--- src/rtl/hdbp_pkg.sv ---
// ----------------------------------------------------------------------------
// hdbp_pkg: shared types and constants for the height map disc brush painter
// Command and result words, queue job word, codes and fixed widths.
// ----------------------------------------------------------------------------
`default_nettype none

package hdbp_pkg;

  // Default sizes, handed to the top level parameters
  localparam int DEF_GRID_SIZE  = 256;
  localparam int DEF_MAX_RADIUS = 50;

  // Fixed widths
  localparam int POS_W      = 8;   // coordinate fields of the command word
  localparam int HGT_W      = 16;  // unsigned 8.8 height
  localparam int RAD_W      = 7;   // effective radius, clamped to MAX_RADIUS
  localparam int OFS_W      = 8;   // signed walk offset
  localparam int COORD_W    = 14;  // signed cell coordinate during the walk
  localparam int D2_W       = 14;  // squared distance
  localparam int CNT_W      = 14;  // count of walked cells on the grid
  localparam int CFG_IDX_W  = 2;
  localparam int CFG_DATA_W = 8;
  localparam int QUEUE_DEPTH = 2;

  localparam logic [HGT_W-1:0] HEIGHT_MAX = 16'hFF00;
  localparam logic [CNT_W-1:0] COUNT_MAX  = 14'h3FFF;

  // Register reset values
  localparam logic [5:0] RADIUS_RST = 6'd10;
  localparam logic [7:0] POWER_RST  = 8'd128;
  localparam logic       RAISE_RST  = 1'b1;

  typedef enum logic {
    OP_PAINT = 1'b0,
    OP_READ  = 1'b1
  } op_e;

  typedef enum logic [CFG_IDX_W-1:0] {
    CFG_RADIUS = 2'd0,
    CFG_POWER  = 2'd1,
    CFG_RAISE  = 2'd2
  } cfg_idx_e;

  typedef enum logic [2:0] {
    ST_CLEAR,
    ST_IDLE,
    ST_WALK,
    ST_DRAIN,
    ST_READ_WAIT
  } back_state_t;

  // Command word
  typedef struct packed {
    logic             operation;
    logic [POS_W-1:0] pos_x;
    logic [POS_W-1:0] pos_y;
    logic [HGT_W-1:0] step_amount;
  } cmd_t;

  // Result word
  typedef struct packed {
    logic [7:0]       height_value;
    logic [CNT_W-1:0] cells_changed;
  } rsp_t;

  // Classified job held in the queue
  typedef struct packed {
    logic             is_read;
    logic [POS_W-1:0] pos_x;
    logic [POS_W-1:0] pos_y;
    logic [HGT_W-1:0] step;
    logic [RAD_W-1:0] radius;
    logic             raising;
  } job_t;

  // Back end status seen by the front end
  typedef struct packed {
    logic clearing;
  } back_status_t;

endpackage

`default_nettype wire

--- src/rtl/hdbp_queue.sv ---
// ----------------------------------------------------------------------------
// hdbp_queue: short job queue between front and back
// Two entry first-in first-out buffer of job words.
// ----------------------------------------------------------------------------
`default_nettype none

module hdbp_queue import hdbp_pkg::*; (
  input  wire logic clk,
  input  wire logic rst,
  input  wire logic push,
  input  wire job_t push_job,
  input  wire logic pop,
  output logic      full,
  output logic      head_valid,
  output job_t      head
);

  localparam int PTR_W = $clog2(QUEUE_DEPTH);

  job_t             slots [QUEUE_DEPTH];
  logic [PTR_W-1:0] wr_ptr;
  logic [PTR_W-1:0] rd_ptr;
  logic [PTR_W:0]   fill;

  assign full       = (fill == (PTR_W+1)'(QUEUE_DEPTH));
  assign head_valid = (fill != '0);
  assign head       = slots[rd_ptr];

  // Pointers and fill level
  always_ff @(posedge clk) begin
    if (rst) begin
      wr_ptr <= '0;
      rd_ptr <= '0;
      fill   <= '0;
    end else begin
      if (push) wr_ptr <= wr_ptr + 1'b1;
      if (pop)  rd_ptr <= rd_ptr + 1'b1;
      if (push && !pop)      fill <= fill + 1'b1;
      else if (!push && pop) fill <= fill - 1'b1;
    end
  end

  // Storage
  always_ff @(posedge clk) begin
    if (push) slots[wr_ptr] <= push_job;
  end

endmodule

`default_nettype wire

--- config.mk ---
export PLATFORM = sky130hd
export DESIGN_NAME = hdbp_queue
export DESIGN_NICKNAME = d
export VERILOG_FILES = /design/src/rtl/hdbp_pkg.sv /design/src/rtl/hdbp_queue.sv
export SDC_FILE = /design/constraint.sdc
export NUM_CORES = 1
export LEC_CHECK = 0
export BUFFER_PORTS_ARGS = -buffer_cell sky130_fd_sc_hd__buf_2
export CAP_MARGIN = 20
export CELL_PAD_IN_SITES_DETAIL_PLACEMENT = 0
export CELL_PAD_IN_SITES_GLOBAL_PLACEMENT = 1
export CORE_MARGIN = 3
export CORE_UTILIZATION = 39
export DETAILED_ROUTE_END_ITERATION = 7
export PLACE_DENSITY = 0.73
export SYNTH_ARGS = -nofsm -noshare
export SYNTH_HDL_FRONTEND = slang
export SYNTH_SLANG_ARGS = --single-unit
--- constraint.sdc ---
create_clock -name clk -period 2.8 [get_ports clk]
set_input_delay 0.56 -clock clk [delete_from_list [all_inputs] [get_ports clk]]
set_output_delay 0.56 -clock clk [all_outputs]
set_load 0.02 [all_outputs]
==> metrics, run 1 <==
Synth-to-Final Area Change 23.0%; setup_tns 0 ns; Post CTS Setup Buffer Count 0; status finished clean; number of distinct library cells after synthesis 18; Final ANT Viol Nets 0; CP max FO 23; critical path's largest stage delay 0.64 ns; RSZ-0062 raised after global routing false; Non-Filler Instances 351; critical path arrival 1.75 ns; diode count 0; # fillers 667; Mapped Cells 150; CTS Root Cell clkbuf_8; endpoints failing setup 0; Seq/Total Area, Yosys 80.9%; Sink Count 87; average size of a mapped cell 21.1 um^2; register area 2560 um^2; cell area after synthesis 3170 um^2; clock latency on the worst-skew pair 0.34 ns; area of the multi-input gates 577 um^2; Post-Route WL 5360 um; share of cells above drive strength 1 57.4%; # IOs 88; Data required, critical path 2.24 ns; Post-Syn Nets 196; hold crit path type input port to flip-flop; DIE AREA 9240 um^2; met1 WL 2290 um; min cycle time layout 2.31 ns; Max Cap Viol 0; GP Congestion 0.686; port buffer count 87; critical path class flip-flop to output pin; Ys Warns 0; TritonCTS clock tree done; Die X 96.1 um; initial core utilization 40.6%; Core Rows 32; fmax 0.432 GHz; WP buf/inv 2; crit-path cells buf_12 -> mux2_2 -> buf_2; Tot GR Track Use 11.8%; Critical Path End Type output pin; CTS buffer count 9; routed len/inst 15.3 um; first-pass GRT wire length 7870 um; Tightest Pin Transition 0.562 ns; largest net degree at the start of global routing 42; final worst path period share 82.6%; synthesis-stage register bit count 87; Met3 Routed Length 450 um; clock skew 0.00509 ns; startpoint types flip-flop; grt ovf 0; Slew Viols, Final 0; DR vias 1622; remaining routing DRC violations 0; number of vias per cell 4.62; DRT iter0 DRCs 43; Worst slew margin 62.5%; number of gates resized after cts 0; core area 7810 um^2; final hold violation count 0; PwrDens 665 nW/um^2; Worst path slowest cell dfxtp_2; Clock Path Buffers 2; H-tree depth 3; Nets 292; Inst Count DP 337; # hold bufs at CTS 0; antenna violations before repair 0; static leakage 1.47 nW; Detailed Place HPWL 3510 um; top layer used by detailed routing met4; Crit path max-delay family flip-flops; Max VDD drop 0.000240 V; vias in the first global route 1626; Vert. Die Dim 96.1 um; drt first pass iters 4; WL met2 2570 um; CTS clock-pin slew for the worst setup and hold paths 0.08 ns
==> logic make-up (layout without fill, tap and decap cells) <==
kind of cell / after synthesis / in the layout / share of synthesized area [%]
AO/OA/AOI/OAI: 2 / 2 / 0.316
XOR/XNOR: 4 / 4 / 1.11
adder cells (fa/ha/maj): 1 / 1 / 0.395
buffers and inverters: 6 / 105 / 1.22
flip-flops: 87 / 87 / 80.9
multiplexers: 41 / 41 / 14.6
AND/OR/NAND/NOR: 9 / 9 / 1.54
==> through the flow <==
| stage | hold slack [ns] | total power [mW] | utilization, % | instance area, um^2 | worst slack [ns] |
|---|---|---|---|---|---|
| 3_5_place_dp | 0.507 | 1.95 | 48.1 | 3750 | 0.806 |
| 2_1_floorplan | 0.456 | 1.80 | - | 3170 | 0.727 |
| 6_report | 0.408 | 2.59 | 49.9 | 3900 | 0.487 |
| 4_1_cts | 0.386 | 2.63 | 49.9 | 3900 | 0.428 |
| 3_3_place_gp | 0.489 | 1.94 | 48.1 | 3750 | 0.814 |
| 5_1_grt | 0.377 | 2.72 | 49.9 | 3900 | 0.375 |
==> synthesized netlist by cell type <==
| master | count | area, um^2 |
|---|---|---|
| mux2_2 | 38 | 428 |
| nor2_1 | 4 | 15.0 |
| or2_2 | 1 | 6.26 |
| a21oi_1 | 1 | 5.00 |
| and2_1 | 1 | 6.26 |
| and2b_2 | 1 | 8.76 |
| mux2_1 | 3 | 33.8 |
| dfxtp_1 | 5 | 100 |
| or3_1 | 1 | 6.26 |
| xnor2_1 | 2 | 17.5 |
| buf_4 | 4 | 30.0 |
| edfxtp_1 | 82 | 2460 |
| o21ai_0 | 1 | 5.00 |
| xor2_1 | 2 | 17.5 |
| nor2b_1 | 1 | 6.26 |
| buf_2 | 1 | 5.00 |
| ha_1 | 1 | 12.5 |
| inv_1 | 1 | 3.75 |
==> area by class of cell <==
class	count	share of cell area (%)
clock buffers	11	3.37
clock inverters	3	0.321
flip-flops and latches	87	65.8
inverters	1	0.0963
repair buffers	90	12.4
well taps	102	3.27
multi-input cells	57	14.8
==> cells in the final DEF, fill, tap and decap left out, drive strengths merged <==
master	count
a21oi	1
and2	1
and2b	1
buf	90
clkbuf	11
clkinv	3
dfxtp	5
edfxtp	82
ha	1
inv	1
mux2	41
nor2	4
nor2b	1
o21ai	1
or2	1
or3	1
xnor2	2
xor2	2
==> where the power goes <==
group	switching (mW)	internal [mW]
logic	0.208	0.156
clock network	0.376	0.306
registers	0.0316	1.51
==> state kept, by name, summed over array words and instances, names as in the netlist, named ones only <==
name,count
rd_ptr,1
wr_ptr,1
fill,2
slots,82
==> path summary, 6_finish.rpt <==
check | startpoint | endpoint | slack, ns | cells after the start
worst max register to register | wr_ptr | slots[1][37] | 1.34 | 2
worst max-delay path | flip-flop | head[36] | 0.49 | 3
worst min register to register | rd_ptr | flip-flop | 0.52 | 2
worst min-delay path | push_job[35] | slots[0][35] | 0.41 | 1
==> per-layer routing <==
layer | up-vias | global-route usage [%]
met5 | - | 0
met4 | 0 | 5.33
met3 | 6 | 5.08
met2 | 60 | 17.7
met1 | 788 | 14.8
li1 | 768 | -
==> worst reg2reg max path, delay by kind of cell, from the launching register on <==
| kind | cells | cell delay, ns |
|---|---|---|
| and+or+nand+nor | 1 | 0.51 |
| DFF | 1 | 0.40 |
| buffers and inverters | 1 | 0.26 |
No activity file was read; power rests on OpenSTA's default activity.
==> inputs of run 2 (changes only) <==
--- a/config.mk
+++ b/config.mk
@@ -10,9 +10,9 @@
 export CELL_PAD_IN_SITES_DETAIL_PLACEMENT = 0
 export CELL_PAD_IN_SITES_GLOBAL_PLACEMENT = 1
 export CORE_MARGIN = 3
-export CORE_UTILIZATION = 39
+export CORE_UTILIZATION = 43
 export DETAILED_ROUTE_END_ITERATION = 7
-export PLACE_DENSITY = 0.73
+export PLACE_DENSITY = 0.76
 export SYNTH_ARGS = -nofsm -noshare
 export SYNTH_HDL_FRONTEND = slang
 export SYNTH_SLANG_ARGS = --single-unit
==> constraint.sdc (replaced) <==
create_clock -name clk -period 2.4 [get_ports clk]
set_input_delay 0.48 -clock clk [delete_from_list [all_inputs] [get_ports clk]]
set_output_delay 0.48 -clock clk [all_outputs]
set_load 0.02 [all_outputs]
==> metrics, run 2 (synthesis gave the netlist of run 1 again) <==
status finished clean; first-pass GRT wire length 8560 um (+8.7%); Synth-to-Final Area Change 24.5%; number of gates resized after cts 0 (unchanged); Pwr Total 3.21 mW (+24%); Data required, critical path 1.92 ns (-0.32 ns); Top Registers slots x82, fill x2; share of cells above drive strength 1 59.7% (+2.3 points); Tightest Pin Transition 0.431 ns (-0.132 ns); PwrDens 813 nW/um^2 (+22%); Max Cap Viol 0 (unchanged); Clock Path Buffers 2 (unchanged); static leakage 1.50 nW (+2.5%); diode count 0 (unchanged); setup_tns 0 ns (unchanged); Largest Register slots; H-tree depth 3 (unchanged); Post CTS Setup Buffer Count 0 (unchanged); dpl cell area 3750 um^2 (-0.13%); DRT iter0 DRCs 67 (+56%); FF-to-FF End slots[1][36]; Nets 294 (+0.68%); clock skew 0.00477 ns (-0.000314 ns); # fillers 586 (-12%); Vert. Die Dim 91.9 um (-4.5%); most frequent cells in the layout 87 x buf_2, 82 x edfxtp_1, 38 x mux2_2; hold crit path type input port to flip-flop; CTS buffer count 9 (unchanged); Final ANT Viol Nets 0 (unchanged); critical path class flip-flop to output pin; drt first pass iters 2 (-2); largest net degree at the start of global routing 37 (-12%); Sink Count 87 (unchanged); remaining routing DRC violations 0 (unchanged); final hold violation count 0 (unchanged); startpoint of the worst hold path push_job[26]; min cycle time layout 2.05 ns; CTS Root Cell clkbuf_8; port buffer count 87 (unchanged); worst hold stages 1 (unchanged); Max VDD drop 0.000357 V (+49%); DIE AREA 8440 um^2 (-8.7%); commonest non-fill, non-tap cell in the layout buf_2; Post-Route WL 5480 um (+2.3%); Detailed Place HPWL 3720 um (+6.0%); Die X 91.9 um (-4.5%); # hold bufs at CTS 0 (unchanged); Worst R2R Start wr_ptr; DR vias 1645 (+1.4%); number of vias per cell 4.71 (+2.0%); max FFs per register 82 (unchanged); CP max FO 36 (+57%); Worst slew margin 71.2% (+8.7 points); grt ovf 0 (unchanged); initial core utilization 45.4% (+4.8 points); startpoint types flip-flop; RSZ-0062 raised after global routing false; final core utilization 56.5% (+6.6 points); GP Congestion 0.710 (+3.4%); critical path arrival 1.57 ns (-0.18 ns); register area 2560 um^2 (unchanged); endpoints failing setup 0 (unchanged); Tot GR Track Use 13.7% (+1.9 points); # IOs 88 (unchanged); fmax 0.489 GHz; Slew Viols, Final 0 (unchanged); area of the multi-input gates 577 um^2 (unchanged); antenna violations before repair 0 (unchanged); hold worst-path end slots[1][26]; FF-to-FF path depth 2 (unchanged); core area 6980 um^2 (-11%); clock latency on the worst-skew pair 0.34 ns (about the same); vias in the first global route 1712 (+5.3%); Core Rows 30 (-6.3%); Critical Path End Type output pin; routed len/inst 15.7 um (+2.9%); flop-to-flop setup slack 0.96 ns (-0.38 ns); final worst path period share 85.3%; CTS clock-pin slew for the worst setup and hold paths 0.08 ns (about the same); TritonCTS clock tree done; Final Cell Area 3950 um^2 (+1.2%)
run 2: per-layer routing:
metal  share of wire (%)  up-vias  track usage, %  wire, um
met5                   0        -               0         0
met4                 2.2        0            7.80       120
met3                 5.6       11            3.53       308
met2                  50       55            22.4      2740
met1                  42      806            16.6      2310
li1                    -      773               -         -
run 2: stage by stage:
step	cells	hold WS (ns)	worst slack, ns
floorplan	150	0.456	0.407
global placement	333	0.482	0.729
detailed placement	333	0.485	0.711
CTS	349	0.296	0.315
global route	349	0.298	0.261
finish	349	0.318	0.353
run 2: worst max path at each step:
stage	to
final	head[21]
after global routing	head[22]
after CTS	head[36]
after detailed placement	head[36]
after global placement	head[36]
after floorplan	slots[0][0]
run 2: power by group:
| part | leakage, nW | internal, mW | switching (mW) |
|---|---|---|---|
| Sequential | 0.811 | 1.76 | 0.0284 |
| Clock | 0.104 | 0.484 | 0.495 |
| Combinational | 0.588 | 0.183 | 0.253 |
run 2: area by class of cell:
cell class | instances | share of cell area, %
Clock buffer | 9 | 3.14
Clock inverter | 7 | 1.81
Inverter | 1 | 0.0951
Multi-Input combinational cell | 57 | 14.6
Sequential cell | 87 | 65.0
Tap cell | 96 | 3.04
Timing Repair Buffer | 92 | 12.3
run 2: critical path, cell delays in order, from the launching register on:
cell,delay (ns)
dfxtp_2,0.42
buf_12,0.24
mux2_2,0.37
buf_2,0.17
