`src/rtl/hdbp_pkg.sv`:
```
// ----------------------------------------------------------------------------
// hdbp_pkg: shared types and constants for the height map disc brush painter
// Command and result words, queue job word, codes and fixed widths.
// ----------------------------------------------------------------------------
`default_nettype none

package hdbp_pkg;

  // Default sizes, handed to the top level parameters
  localparam int DEF_GRID_SIZE  = 256;
  localparam int DEF_MAX_RADIUS = 50;

  // Fixed widths
  localparam int POS_W      = 8;   // coordinate fields of the command word
  localparam int HGT_W      = 16;  // unsigned 8.8 height
  localparam int RAD_W      = 7;   // effective radius, clamped to MAX_RADIUS
  localparam int OFS_W      = 8;   // signed walk offset
  localparam int COORD_W    = 14;  // signed cell coordinate during the walk
  localparam int D2_W       = 14;  // squared distance
  localparam int CNT_W      = 14;  // count of walked cells on the grid
  localparam int CFG_IDX_W  = 2;
  localparam int CFG_DATA_W = 8;
  localparam int QUEUE_DEPTH = 2;

  localparam logic [HGT_W-1:0] HEIGHT_MAX = 16'hFF00;
  localparam logic [CNT_W-1:0] COUNT_MAX  = 14'h3FFF;

  // Register reset values
  localparam logic [5:0] RADIUS_RST = 6'd10;
  localparam logic [7:0] POWER_RST  = 8'd128;
  localparam logic       RAISE_RST  = 1'b1;

  typedef enum logic {
    OP_PAINT = 1'b0,
    OP_READ  = 1'b1
  } op_e;

  typedef enum logic [CFG_IDX_W-1:0] {
    CFG_RADIUS = 2'd0,
    CFG_POWER  = 2'd1,
    CFG_RAISE  = 2'd2
  } cfg_idx_e;

  typedef enum logic [2:0] {
    ST_CLEAR,
    ST_IDLE,
    ST_WALK,
    ST_DRAIN,
    ST_READ_WAIT
  } back_state_t;

  // Command word
  typedef struct packed {
    logic             operation;
    logic [POS_W-1:0] pos_x;
    logic [POS_W-1:0] pos_y;
    logic [HGT_W-1:0] step_amount;
  } cmd_t;

  // Result word
  typedef struct packed {
    logic [7:0]       height_value;
    logic [CNT_W-1:0] cells_changed;
  } rsp_t;

  // Classified job held in the queue
  typedef struct packed {
    logic             is_read;
    logic [POS_W-1:0] pos_x;
    logic [POS_W-1:0] pos_y;
    logic [HGT_W-1:0] step;
    logic [RAD_W-1:0] radius;
    logic             raising;
  } job_t;

  // Back end status seen by the front end
  typedef struct packed {
    logic clearing;
  } back_status_t;

endpackage

`default_nettype wire

```
`src/rtl/hdbp_front.sv`:
```
// ----------------------------------------------------------------------------
// hdbp_front: command intake and classification
// Holds the brush registers, accepts command words and turns them into jobs.
// ----------------------------------------------------------------------------
`default_nettype none

module hdbp_front import hdbp_pkg::*; #(
  parameter int MAX_RADIUS = DEF_MAX_RADIUS
) (
  input  wire logic                  clk,
  input  wire logic                  rst,
  input  wire logic                  start,
  output logic                       busy,
  input  wire cmd_t                  cmd,
  input  wire logic                  cfg_valid,
  output logic                       cfg_ready,
  input  wire logic [CFG_IDX_W-1:0]  cfg_index,
  input  wire logic [CFG_DATA_W-1:0] cfg_data,
  input  wire back_status_t          bstat,
  input  wire logic                  q_full,
  output logic                       push,
  output job_t                       job
);

  logic [5:0] brush_radius;
  logic [7:0] brush_power;
  logic       raise_mode;
  logic [RAD_W-1:0] radius_ext;

  // Register writes
  assign cfg_ready = 1'b1;

  always_ff @(posedge clk) begin
    if (rst) begin
      brush_radius <= RADIUS_RST;
      brush_power  <= POWER_RST;
      raise_mode   <= RAISE_RST;
    end else if (cfg_valid && cfg_ready) begin
      unique case (cfg_idx_e'(cfg_index))
        CFG_RADIUS: brush_radius <= cfg_data[5:0];
        CFG_POWER:  brush_power  <= cfg_data;
        CFG_RAISE:  raise_mode   <= cfg_data[0];
        default: ;
      endcase
    end
  end

  // Intake: stall while the store is being cleared or the queue is full
  assign busy = bstat.clearing || q_full;
  assign push = start && !busy;

  // Classification
  assign radius_ext = {{(RAD_W-6){1'b0}}, brush_radius};

  always_comb begin
    job.is_read = (op_e'(cmd.operation) == OP_READ);
    job.pos_x   = cmd.pos_x;
    job.pos_y   = cmd.pos_y;
    job.step    = cmd.step_amount;
    job.radius  = (radius_ext > RAD_W'(MAX_RADIUS)) ? RAD_W'(MAX_RADIUS) : radius_ext;
    job.raising = raise_mode && (brush_power != 8'd0);
  end

endmodule

`default_nettype wire

```
`config.mk`:
```
export PLATFORM = sky130hd
export DESIGN_NAME = hdbp_front
export DESIGN_NICKNAME = d
export VERILOG_FILES = /design/src/rtl/hdbp_pkg.sv /design/src/rtl/hdbp_front.sv
export SDC_FILE = /design/constraint.sdc
export NUM_CORES = 1
export LEC_CHECK = 0
export BUFFER_PORTS_ARGS = -buffer_cell sky130_fd_sc_hd__buf_2
export CAP_MARGIN = 0
export CORE_MARGIN = 4
export CORE_UTILIZATION = 33
export CTS_CLUSTER_DIAMETER = 30
export CTS_CLUSTER_SIZE = 20
export DETAILED_ROUTE_END_ITERATION = 16
export GPL_TIMING_DRIVEN = 0
export MAX_ROUTING_LAYER = met4
export PLACE_DENSITY = 0.81
export SKIP_LAST_GASP = 1
export SLEW_MARGIN = 20
export SYNTH_ARGS = -nofsm -noshare
export SYNTH_HDL_FRONTEND = slang
export SYNTH_SLANG_ARGS = --single-unit
```
`constraint.sdc`:
```
create_clock -name clk -period 0.96 [get_ports clk]
set_clock_uncertainty 0.15 [all_clocks]
set_input_delay 0.048 -clock clk [delete_from_list [all_inputs] [get_ports clk]]
set_output_delay 0.048 -clock clk [all_outputs]
set_load 0.02 [all_outputs]
```
==> metrics, run 1 <==
Seq cells post-synth=15; critical path startpoint category=register; IO Port Bufs=57; Sink Count=15; Core ar.=2830 um^2; FF/Latch Area=314 um^2; die area=3960 um^2; Routed WL=2490 um; Clock transition at path regs=0.09 ns; post-route worst setup slack=-0.415 ns; hpwl dp=1880 um; Die Span Y=62.9 um; hold path startpoint=cfg_index[0]; fillers=250; Die W=62.9 um; PwrDens=973 nW/um^2; Hold-fix buffers, CTS=10; Worst R2R Path Depth=4; share of layout cells above drive strength 1=63.5%; type of the worst min-delay path=in -> reg; violated checks=negative hold slack, negative setup slack; most frequent cells in the layout=52 x buf_2, 37 x buf_4, 18 x nand2b_1, 15 x mux2i_1, 10 x buf_6; main combinational cell family by area after synthesis=buffers and inverters; pre-CTS setup slack=-0.205 ns; highest clock rate=0.727 GHz; status=complete, but fails checks; Starting Density=35.2%; final critical-path share of the clock period=143%; Setup TNS=-1.60 ns; vias in the first global route=882; CP Max Fanout=2; Warnings, synthesis=0; RSZ-0062 raised after global routing=true; Final Util=56.2%; top cells by area, synth=dfxtp_1 30%, buf_4 26%, mux2i_1 15%; area of the multi-input gates=459 um^2; Hold Violations, Final=6; Yosys cell types=21; Post-Syn Area per Cell=8.59 um^2; RR Startpoint=brush_radius[5]; final setup vio count=7; vias per cell=4.25; Max VDD drop=0.810 mV; H-tree Lvls=1; commonest non-fill, non-tap cell in the layout=buf_2; multiplexer share of the synthesized area=15.1%; io pins=93; post-synthesis to final-layout area growth=59.7%; Reg-to-Reg End=brush_radius[5]; global placement routability congestion=0.728; largest net degree at the start of global routing=11; Max Cap Viol=0; Nets=239; 1st-iter DRT viols=21; Pleak=0.810 nW; first-pass GRT wire length=3930 um; fraction of synthesized cell area in xor and xnor cells=0%; share of the synthesized area in the top cell type=30.2%; Hold Crit Depth=3; Simple-Gate Fraction of Synth Area=22.5%; Synth Cell Area=996 um^2; diode count=0; via count=936; post-synthesis net count=165; sequential-to-total area share from yosys stat=30.2%; flop-to-flop setup slack=0 ns; wire per inst=11.3 um; max-slew violations=0; global-route usage over all layers=12.3%; Endpoint, Worst Hold=brush_radius[3]; Num CTS Buffers=3; Worst Path Required=0.76 ns; compound-gate portion of the synthesized area=2.26%; Post-DRT Antenna Nets=0; Synth Instances=116; hold slack final=-0.0582 ns; CP arrival=1.18 ns; Overall Power=0.00155 W; initial antenna violation count=0; leading area contributor after synthesis=dfxtp_1; worst skew pair latency=0.29 ns; drt first pass iters=4; CTS tree=built; DRC viols=0; fin crit period=1.38 ns; Setup crit end kind=output port; kind of critical path=reg -> out; CTS Buffer Depth=2; total grt overflow=0; clock root cell=clkbuf_4; number of core rows=19; adder-cell share of the synthesized area=0%
synth_stat cells:
master	number
a21boi_0	1
and2_1	2
and3b_2	1
buf_2	2
buf_4	35
clkbuf_1	4
conb_1	2
dfxtp_1	15
inv_1	1
mux2i_1	15
nand2_1	1
nand2b_1	18
nand3b_1	1
nor2_1	10
nor3_1	1
nor3b_1	1
nor4_1	2
o21a_1	1
o21bai_1	1
or2_2	1
or3b_1	1
cell families after synthesis:
group,after synthesis
simple gates,39
buf+inv,42
mux,15
other cells,2
flops,15
compound gates,3
registers in the layout, indices dropped and copies added (netlist names):
signal / cells
raise_mode: 1
brush_radius: 6
brush_power: 8
cell type report:
cell class,count,area share [%]
inverter,1,0.236
buffer,39,17.6
timing repair buffer,71,29.4
multi-input combinational,59,28.9
clock buffer,4,1.65
sequential,15,19.7
tap,31,2.44
report_power, final:
group          leakage [nW]  internal [W]  switching, W  total (W)
clock                0.0150      0.000162      0.000205   0.000367
combinational         0.671      0.000278      0.000239   0.000518
sequential            0.124      0.000642     0.0000214   0.000664
metrics by stage:
step / instances / area, um^2
2_1_floorplan: 116 / 1000
3_3_place_gp: 204 / 1320
3_5_place_dp: 204 / 1320
4_1_cts: 219 / 1550
5_1_grt: 220 / 1590
6_report: 220 / 1590
repair_timing:
| action | CTS | global route |
|---|---|---|
| setup endpoints to repair | 7 | 13 |
| gates resized for setup | 27 | 11 |
| buffers inserted | 3 | 3 |
| pin swaps | 6 | 4 |
| hold endpoints to repair | 15 | 4 |
metal layers:
| layer | global-route usage [%] | part of all wire [%] | vias up |
|---|---|---|---|
| met2 | 19.1 | 47 | 61 |
| met3 | 4.86 | 11 | 4 |
| met4 | 1.65 | 0.24 | 0 |
| met1 | 15.4 | 42 | 394 |
| li1 | - | - | 477 |
| met5 | - | 0 | - |
how the worst max path moves through the flow:
stage / cells after the start / endpoint / slack, ns / start
after global routing: 3 / job[0] / -0.46 / brush_power[3]
after global placement: 3 / brush_radius[1] / -0.19 / cfg_index[0]
after CTS: 3 / job[0] / -0.44 / brush_power[6]
after floorplan: 2 / job[0] / 0.04 / brush_power[0]
after detailed placement: 3 / brush_radius[1] / -0.20 / cfg_index[0]
final: 3 / job[0] / -0.42 / brush_power[3]
worst max-delay path: stages, from the launching register on:
cell and delay [ns]:
dfxtp_2 0.34, nor4_4 0.28, a21boi_1 0.11, buf_4 0.17
No activity file was read; power rests on OpenSTA's default activity.
==> inputs of run 2 (changes only) <==
--- a/config.mk
+++ b/config.mk
@@ -7,12 +7,11 @@
 export LEC_CHECK = 0
 export BUFFER_PORTS_ARGS = -buffer_cell sky130_fd_sc_hd__buf_2
 export CAP_MARGIN = 0
-export CORE_MARGIN = 4
+export CORE_ASPECT_RATIO = 0.8
 export CORE_UTILIZATION = 33
 export CTS_CLUSTER_DIAMETER = 30
 export CTS_CLUSTER_SIZE = 20
 export DETAILED_ROUTE_END_ITERATION = 16
-export GPL_TIMING_DRIVEN = 0
 export MAX_ROUTING_LAYER = met4
 export PLACE_DENSITY = 0.81
 export SKIP_LAST_GASP = 1
==> run 2 against run 1 <==
  * The flow still finishes with violations (negative hold slack, negative setup slack)
  * Combinational power decreased by 12%
  * Total power up 5.3%
  * Routed wire length shrank 5.8%
  * Count of clock-buffer cells in the layout shrank 1
  * Die area shrank 18%
  * First-iteration DRC count shrank 71%
==> metrics, run 2 (synthesized netlist as in run 1, its figures left out) <==
number of core rows=17 (-2); share of layout cells above drive strength 1=34.7% (-29 points); Endpoint, Worst Hold=raise_mode; Hold Violations, Final=1 (-5); max FFs per register=8 (unchanged); global placement routability congestion=0.776 (+6.6%); clock root cell=clkbuf_8; kind of critical path=reg -> out; top layer in use=met4; met3 routed WL=180 um (-37%); CP Max Fanout=2 (unchanged); commonest non-fill, non-tap cell in the layout=dlygate4sd3_1; final critical-path share of the clock period=134% (-9.6 points); Post-DRT Antenna Nets=0 (unchanged); Worst Path Required=0.76 ns (about the same); first-pass GRT wire length=3400 um (-13%); via count=841 (-10%); Pleak=0.640 nW (-21%); initial antenna violation count=0 (unchanged); type of the worst min-delay path=in -> reg; CTS Buffer Depth=2 (unchanged); 1st-iter DRT viols=6 (-71%); hpwl dp=1340 um (-29%); Max VDD drop=0.631 mV (-22%); RR Startpoint=brush_radius[3]; Sink Count=15 (unchanged); die area=3240 um^2 (-18%); io pins=93 (unchanged); Top reg by flops=brush_power; CTS tree=built; pre-CTS setup slack=-0.0891 ns (+0.116 ns); worst skew pair latency=0.25 ns (-0.04 ns); flop-to-flop setup slack=0.02 ns (+0.02 ns); critical path startpoint category=register; M1 wire length=874 um (-16%); DRC viols=0 (unchanged); hold slack final=-0.0292 ns (+0.0291 ns); RSZ-0062 raised after global routing=true; diode count=0 (unchanged); max-slew violations=0 (unchanged); Setup TNS=-1.33 ns (+0.272 ns); Hold Crit Depth=3 (unchanged); fin crit period=1.28 ns (-0.0924 ns); Worst R2R Path Depth=3 (-1); CP arrival=1.09 ns (-0.09 ns); Nets=200 (-16%); global-route usage over all layers=14.1% (+1.8 points); Starting Density=35.5% (+0.27 points); largest net degree at the start of global routing=26 (+15); Die W=63.4 um (+0.77%); Num CTS Buffers=3 (unchanged); H-tree Lvls=1 (unchanged); violated checks=negative hold slack, negative setup slack; Reg-to-Reg End=brush_radius[3]; vias per cell=4.47 (+5.1%); vias in the first global route=795 (-9.9%); wire per inst=12.5 um (+10%); post-synthesis to final-layout area growth=49.7%; post-route worst setup slack=-0.323 ns (+0.0924 ns); IO Port Bufs=24 (-58%); met2 routed WL=1220 um (+4.9%); status=complete, but fails checks; Setup crit end kind=output port; highest clock rate=0.779 GHz (+7.2%); Clock transition at path regs=0.06 ns (-0.03 ns); Routed WL=2350 um (-5.8%); PwrDens=1090 nW/um^2 (+12%); most frequent cells in the layout=41 x dlygate4sd3_1, 18 x nand2b_1, 17 x buf_2, 15 x mux2i_1, 9 x dfxtp_1; biggest regs=brush_power (8), brush_radius (6), raise_mode (1); total grt overflow=0 (unchanged); Max Cap Viol=0 (unchanged); Die Span Y=51.1 um (-19%); final setup vio count=7 (unchanged); drt first pass iters=4 (unchanged); Core ar.=2810 um^2 (-0.75%); hold path startpoint=cfg_valid
## run 2: cell types whose count changed in the layout (fill, tap and decap cells not counted), sizes merged
cell / before / now
buf: 99 / 30
dlygate4sd3: 9 / 41
clkbuf: 6 / 3
clkinv: 0 / 1
## run 2: final cells by class
| cell class | count | area, um^2 |
|---|---|---|
| Clock buffer | 3 | 41.3 |
| Clock inverter | 1 | 5.00 |
| Fill cell | 255 | 1320 |
| Inverter | 1 | 3.75 |
| Multi-Input combinational cell | 59 | 458 |
| Sequential cell | 15 | 313 |
| Tap cell | 38 | 47.5 |
| Timing Repair Buffer | 71 | 623 |
## run 2: how the worst max path moves through the flow
stage                        start               to  slack (ns)  depth (start not counted)
CTS                 brush_power[7]           job[0]       -0.34                          3
global placement      cfg_index[0]  brush_radius[4]       -0.07                          3
floorplan           brush_power[0]           job[0]        0.04                          2
finish              brush_power[7]           job[0]       -0.32                          3
detailed placement    cfg_index[0]  brush_radius[4]       -0.09                          3
global route        brush_power[3]           job[0]       -0.38                          3
## run 2: metrics by stage
stage	cell area, um^2	util, %	total power [W]	std cells
2_1_floorplan	1000	-	0.000991	116
3_3_place_gp	910	32.4	0.000850	141
3_5_place_dp	910	32.4	0.000856	141
4_1_cts	1470	52.5	0.00163	190
5_1_grt	1490	53.1	0.00170	188
6_report	1490	53.1	0.00163	188
## run 2: per-layer routing
metal,GRT usage [%],vias to the layer above
li1,-,397
met1,14.0,371
met2,26.4,66
met3,2.90,7
met4,7.20,0
met5,-,-
## run 2: report_power, final
| part | switching [W] | internal [W] | leakage (nW) |
|---|---|---|---|
| combinational | 0.000225 | 0.000228 | 0.491 |
| clock | 0.000225 | 0.000288 | 0.0255 |
| sequential | 0.0000207 | 0.000643 | 0.124 |
| total | 0.000471 | 0.00116 | 0.640 |
## run 2: critical path, cell delays in order (launching register included)
cell and delay [ns]:
dfxtp_2 0.32, nor4_2 0.25, a21boi_1 0.10, buf_4 0.16
## run 2: what timing repair did
item | in CTS | in global routing
hold endpoints to repair | 48 | 0
resized for setup | 25 | 11
endpoints found under the setup margin | 7 | 10
pin swaps | 5 | 5
setup buffers | 2 | 1
hold buffers | 43 | 0
==> inputs of run 3 (changes only) <==
==> constraint.sdc (replaced) <==
create_clock -name clk -period 0.96 [get_ports clk]
set_clock_uncertainty 0.15 [all_clocks]
set_input_delay 0.144 -clock clk [delete_from_list [all_inputs] [get_ports clk]]
set_output_delay 0.144 -clock clk [all_outputs]
set_load 0.02 [all_outputs]
==> run 3 against run 2 <==
  * The flow finishes with violations (negative setup slack)
  * Final area is 24% lower
  * Largest cell class is now multi-input gates
  * Critical endpoint unchanged
  * Largest power group unchanged
  * First-iteration DRC count grew 50%
  * Core utilization fell by 13 points
  * Global-route usage is 3.0 points lower
==> metrics, run 3 (synthesized netlist as in run 1, its figures left out) <==
CTS tree=built; Finished Cell Area=1140 um^2 (-24%); Final Util=40.5% (-13 points); Endpoint, Worst Hold=brush_power[6]; vias in the first global route=591 (-26%); drt first pass iters=3 (-1); diode count=0 (unchanged); CP arrival=1.08 ns (about the same); hpwl dp=1300 um (-2.9%); Max VDD drop=0.658 mV (+4.3%); final setup vio count=9 (+2); Top reg by flops=brush_power; Worst Path Required=0.67 ns (-0.09 ns); hold path startpoint=cfg_data[6]; worst skew pair latency=0.24 ns (about the same); Reg-to-Reg End=brush_radius[4]; CP Cell Sequence=nor4_4, a21boi_2, buf_6; FF/Latch Area=317 um^2 (+1.2%); Hold Crit Depth=3 (unchanged); status=complete, but fails checks; post-synthesis to final-layout area growth=14.2%; type of the worst min-delay path=in -> reg; highest clock rate=0.728 GHz (-6.7%); Max Cap Viol=0 (unchanged); critical path's slowest cell=dfxtp_2; clock root cell=clkbuf_8; Crit path largest cell delay=0.33 ns (about the same); PwrDens=1240 nW/um^2 (+13%); initial antenna violation count=0 (unchanged); 1st-iter DRT viols=9 (+3); CTS Buffer Depth=2 (unchanged); Die Span Y=51.1 um (unchanged); family with the most delay on the worst path=flip-flops; wire per inst=12.0 um (-4.0%); Setup crit end kind=output port; most frequent cells in the layout=18 x nand2b_1, 15 x mux2i_1, 15 x buf_2, 11 x buf_6, 8 x nor2_1; biggest regs=brush_power (8), brush_radius (6), raise_mode (1); via count=645 (-23%); vias per cell=4.42 (-1.2%); first-pass GRT wire length=2690 um (-21%); CP Buf/Inv Count=1 (unchanged); Sink Count=15 (unchanged); global placement routability congestion=0.706 (-9.1%); final critical-path share of the clock period=143% (+9.5 points); fin crit period=1.37 ns (+0.0914 ns); Starting Density=35.5% (unchanged); max-slew violations=0 (unchanged); area of the multi-input gates=490 um^2 (+7.1%); Hold Violations, Final=0 (-1); number of core rows=17 (unchanged); violated checks=negative setup slack; dpl cell area=971 um^2 (+6.7%); kind of critical path=reg -> out; DRC viols=0 (unchanged); IO Port Bufs=24 (unchanged); io pins=93 (unchanged); RR Startpoint=brush_radius[4]; max FFs per register=8 (unchanged); Routed WL=1750 um (-25%); Die W=63.4 um (unchanged); RSZ-0062 raised after global routing=true; Num CTS Buffers=3 (unchanged); critical path startpoint category=register; fillers=290 (+14%); die area=3240 um^2 (unchanged); share of layout cells above drive strength 1=50.9% (+16 points); global-route usage over all layers=11.1% (-3.0 points); largest net degree at the start of global routing=27 (+3.8%); Core ar.=2810 um^2 (unchanged); Pleak=0.485 nW (-24%); Clock transition at path regs=0.06 ns (about the same); Worst R2R Path Depth=4 (+1); total grt overflow=0 (unchanged); Post-DRT Antenna Nets=0 (unchanged); flop-to-flop setup slack=-0.01 ns (-0.03 ns); CP Max Fanout=2 (unchanged); Nets=158 (-21%); Overall Power=0.00141 W (-14%); H-tree Lvls=1 (unchanged); post-route worst setup slack=-0.414 ns (-0.0914 ns); commonest non-fill, non-tap cell in the layout=nand2b_1
-- run 3: how the worst max path moves through the flow --
stage                      end  slack, ns      startpoint  cells past startpoint
6_report                job[0]      -0.41  brush_power[0]                      3
5_1_grt                 job[0]      -0.47  brush_power[0]                      3
4_1_cts                 job[0]      -0.45  brush_power[6]                      3
3_5_place_dp   brush_radius[5]      -0.22    cfg_index[0]                      3
3_3_place_gp   brush_radius[4]      -0.17    cfg_index[0]                      3
2_1_floorplan           job[0]      -0.05  brush_power[0]                      2
-- run 3: per-stage QoR --
step	worst slack (ns)	std cells	TNS, ns	hold WS [ns]
2_1_floorplan	-0.0517	116	-0.204	0.149
5_1_grt	-0.474	146	-2.15	0.0279
3_3_place_gp	-0.174	141	-2.02	0.138
3_5_place_dp	-0.216	141	-2.45	0.138
4_1_cts	-0.448	145	-1.91	0.0142
6_report	-0.414	146	-1.87	0.0122
-- run 3: cell type report --
cell class,instances,share of cell area [%]
Multi-Input combinational cell,59,43.1
Sequential cell,15,27.8
Timing Repair Buffer,29,20.6
Tap cell,38,4.18
Clock buffer,4,3.96
Inverter,1,0.330
-- run 3: per-layer routing --
layer / GRT usage, % / wire length, um / part of all wire, % / vias to the layer above
met5: - / 0 / 0 / -
li1: - / - / - / 317
met3: 4.02 / 131 / 7.5 / 13
met4: 6.44 / 49 / 2.8 / 0
met1: 12.9 / 757 / 43 / 285
met2: 16.7 / 813 / 46 / 30
-- run 3: where the power goes --
group,switching (W),internal (W)
clock,0.000211,0.000294
sequential,0.0000241,0.000644
combinational,0.000104,0.000131
-- run 3: worst reg2reg max path, cell delays in order (launching register included) --
cell      delay (ns)
dfxtp_4         0.35
buf_6           0.11
buf_4           0.12
nand2b_1        0.06
mux2i_1         0.06
-- run 3: timing repair --
action,CTS,global route
resized for setup,31,7
endpoints found under the setup margin,8,8
setup buffers,0,3
hold buffers,0,0
endpoints found under the hold margin,0,0
pin swaps,9,4
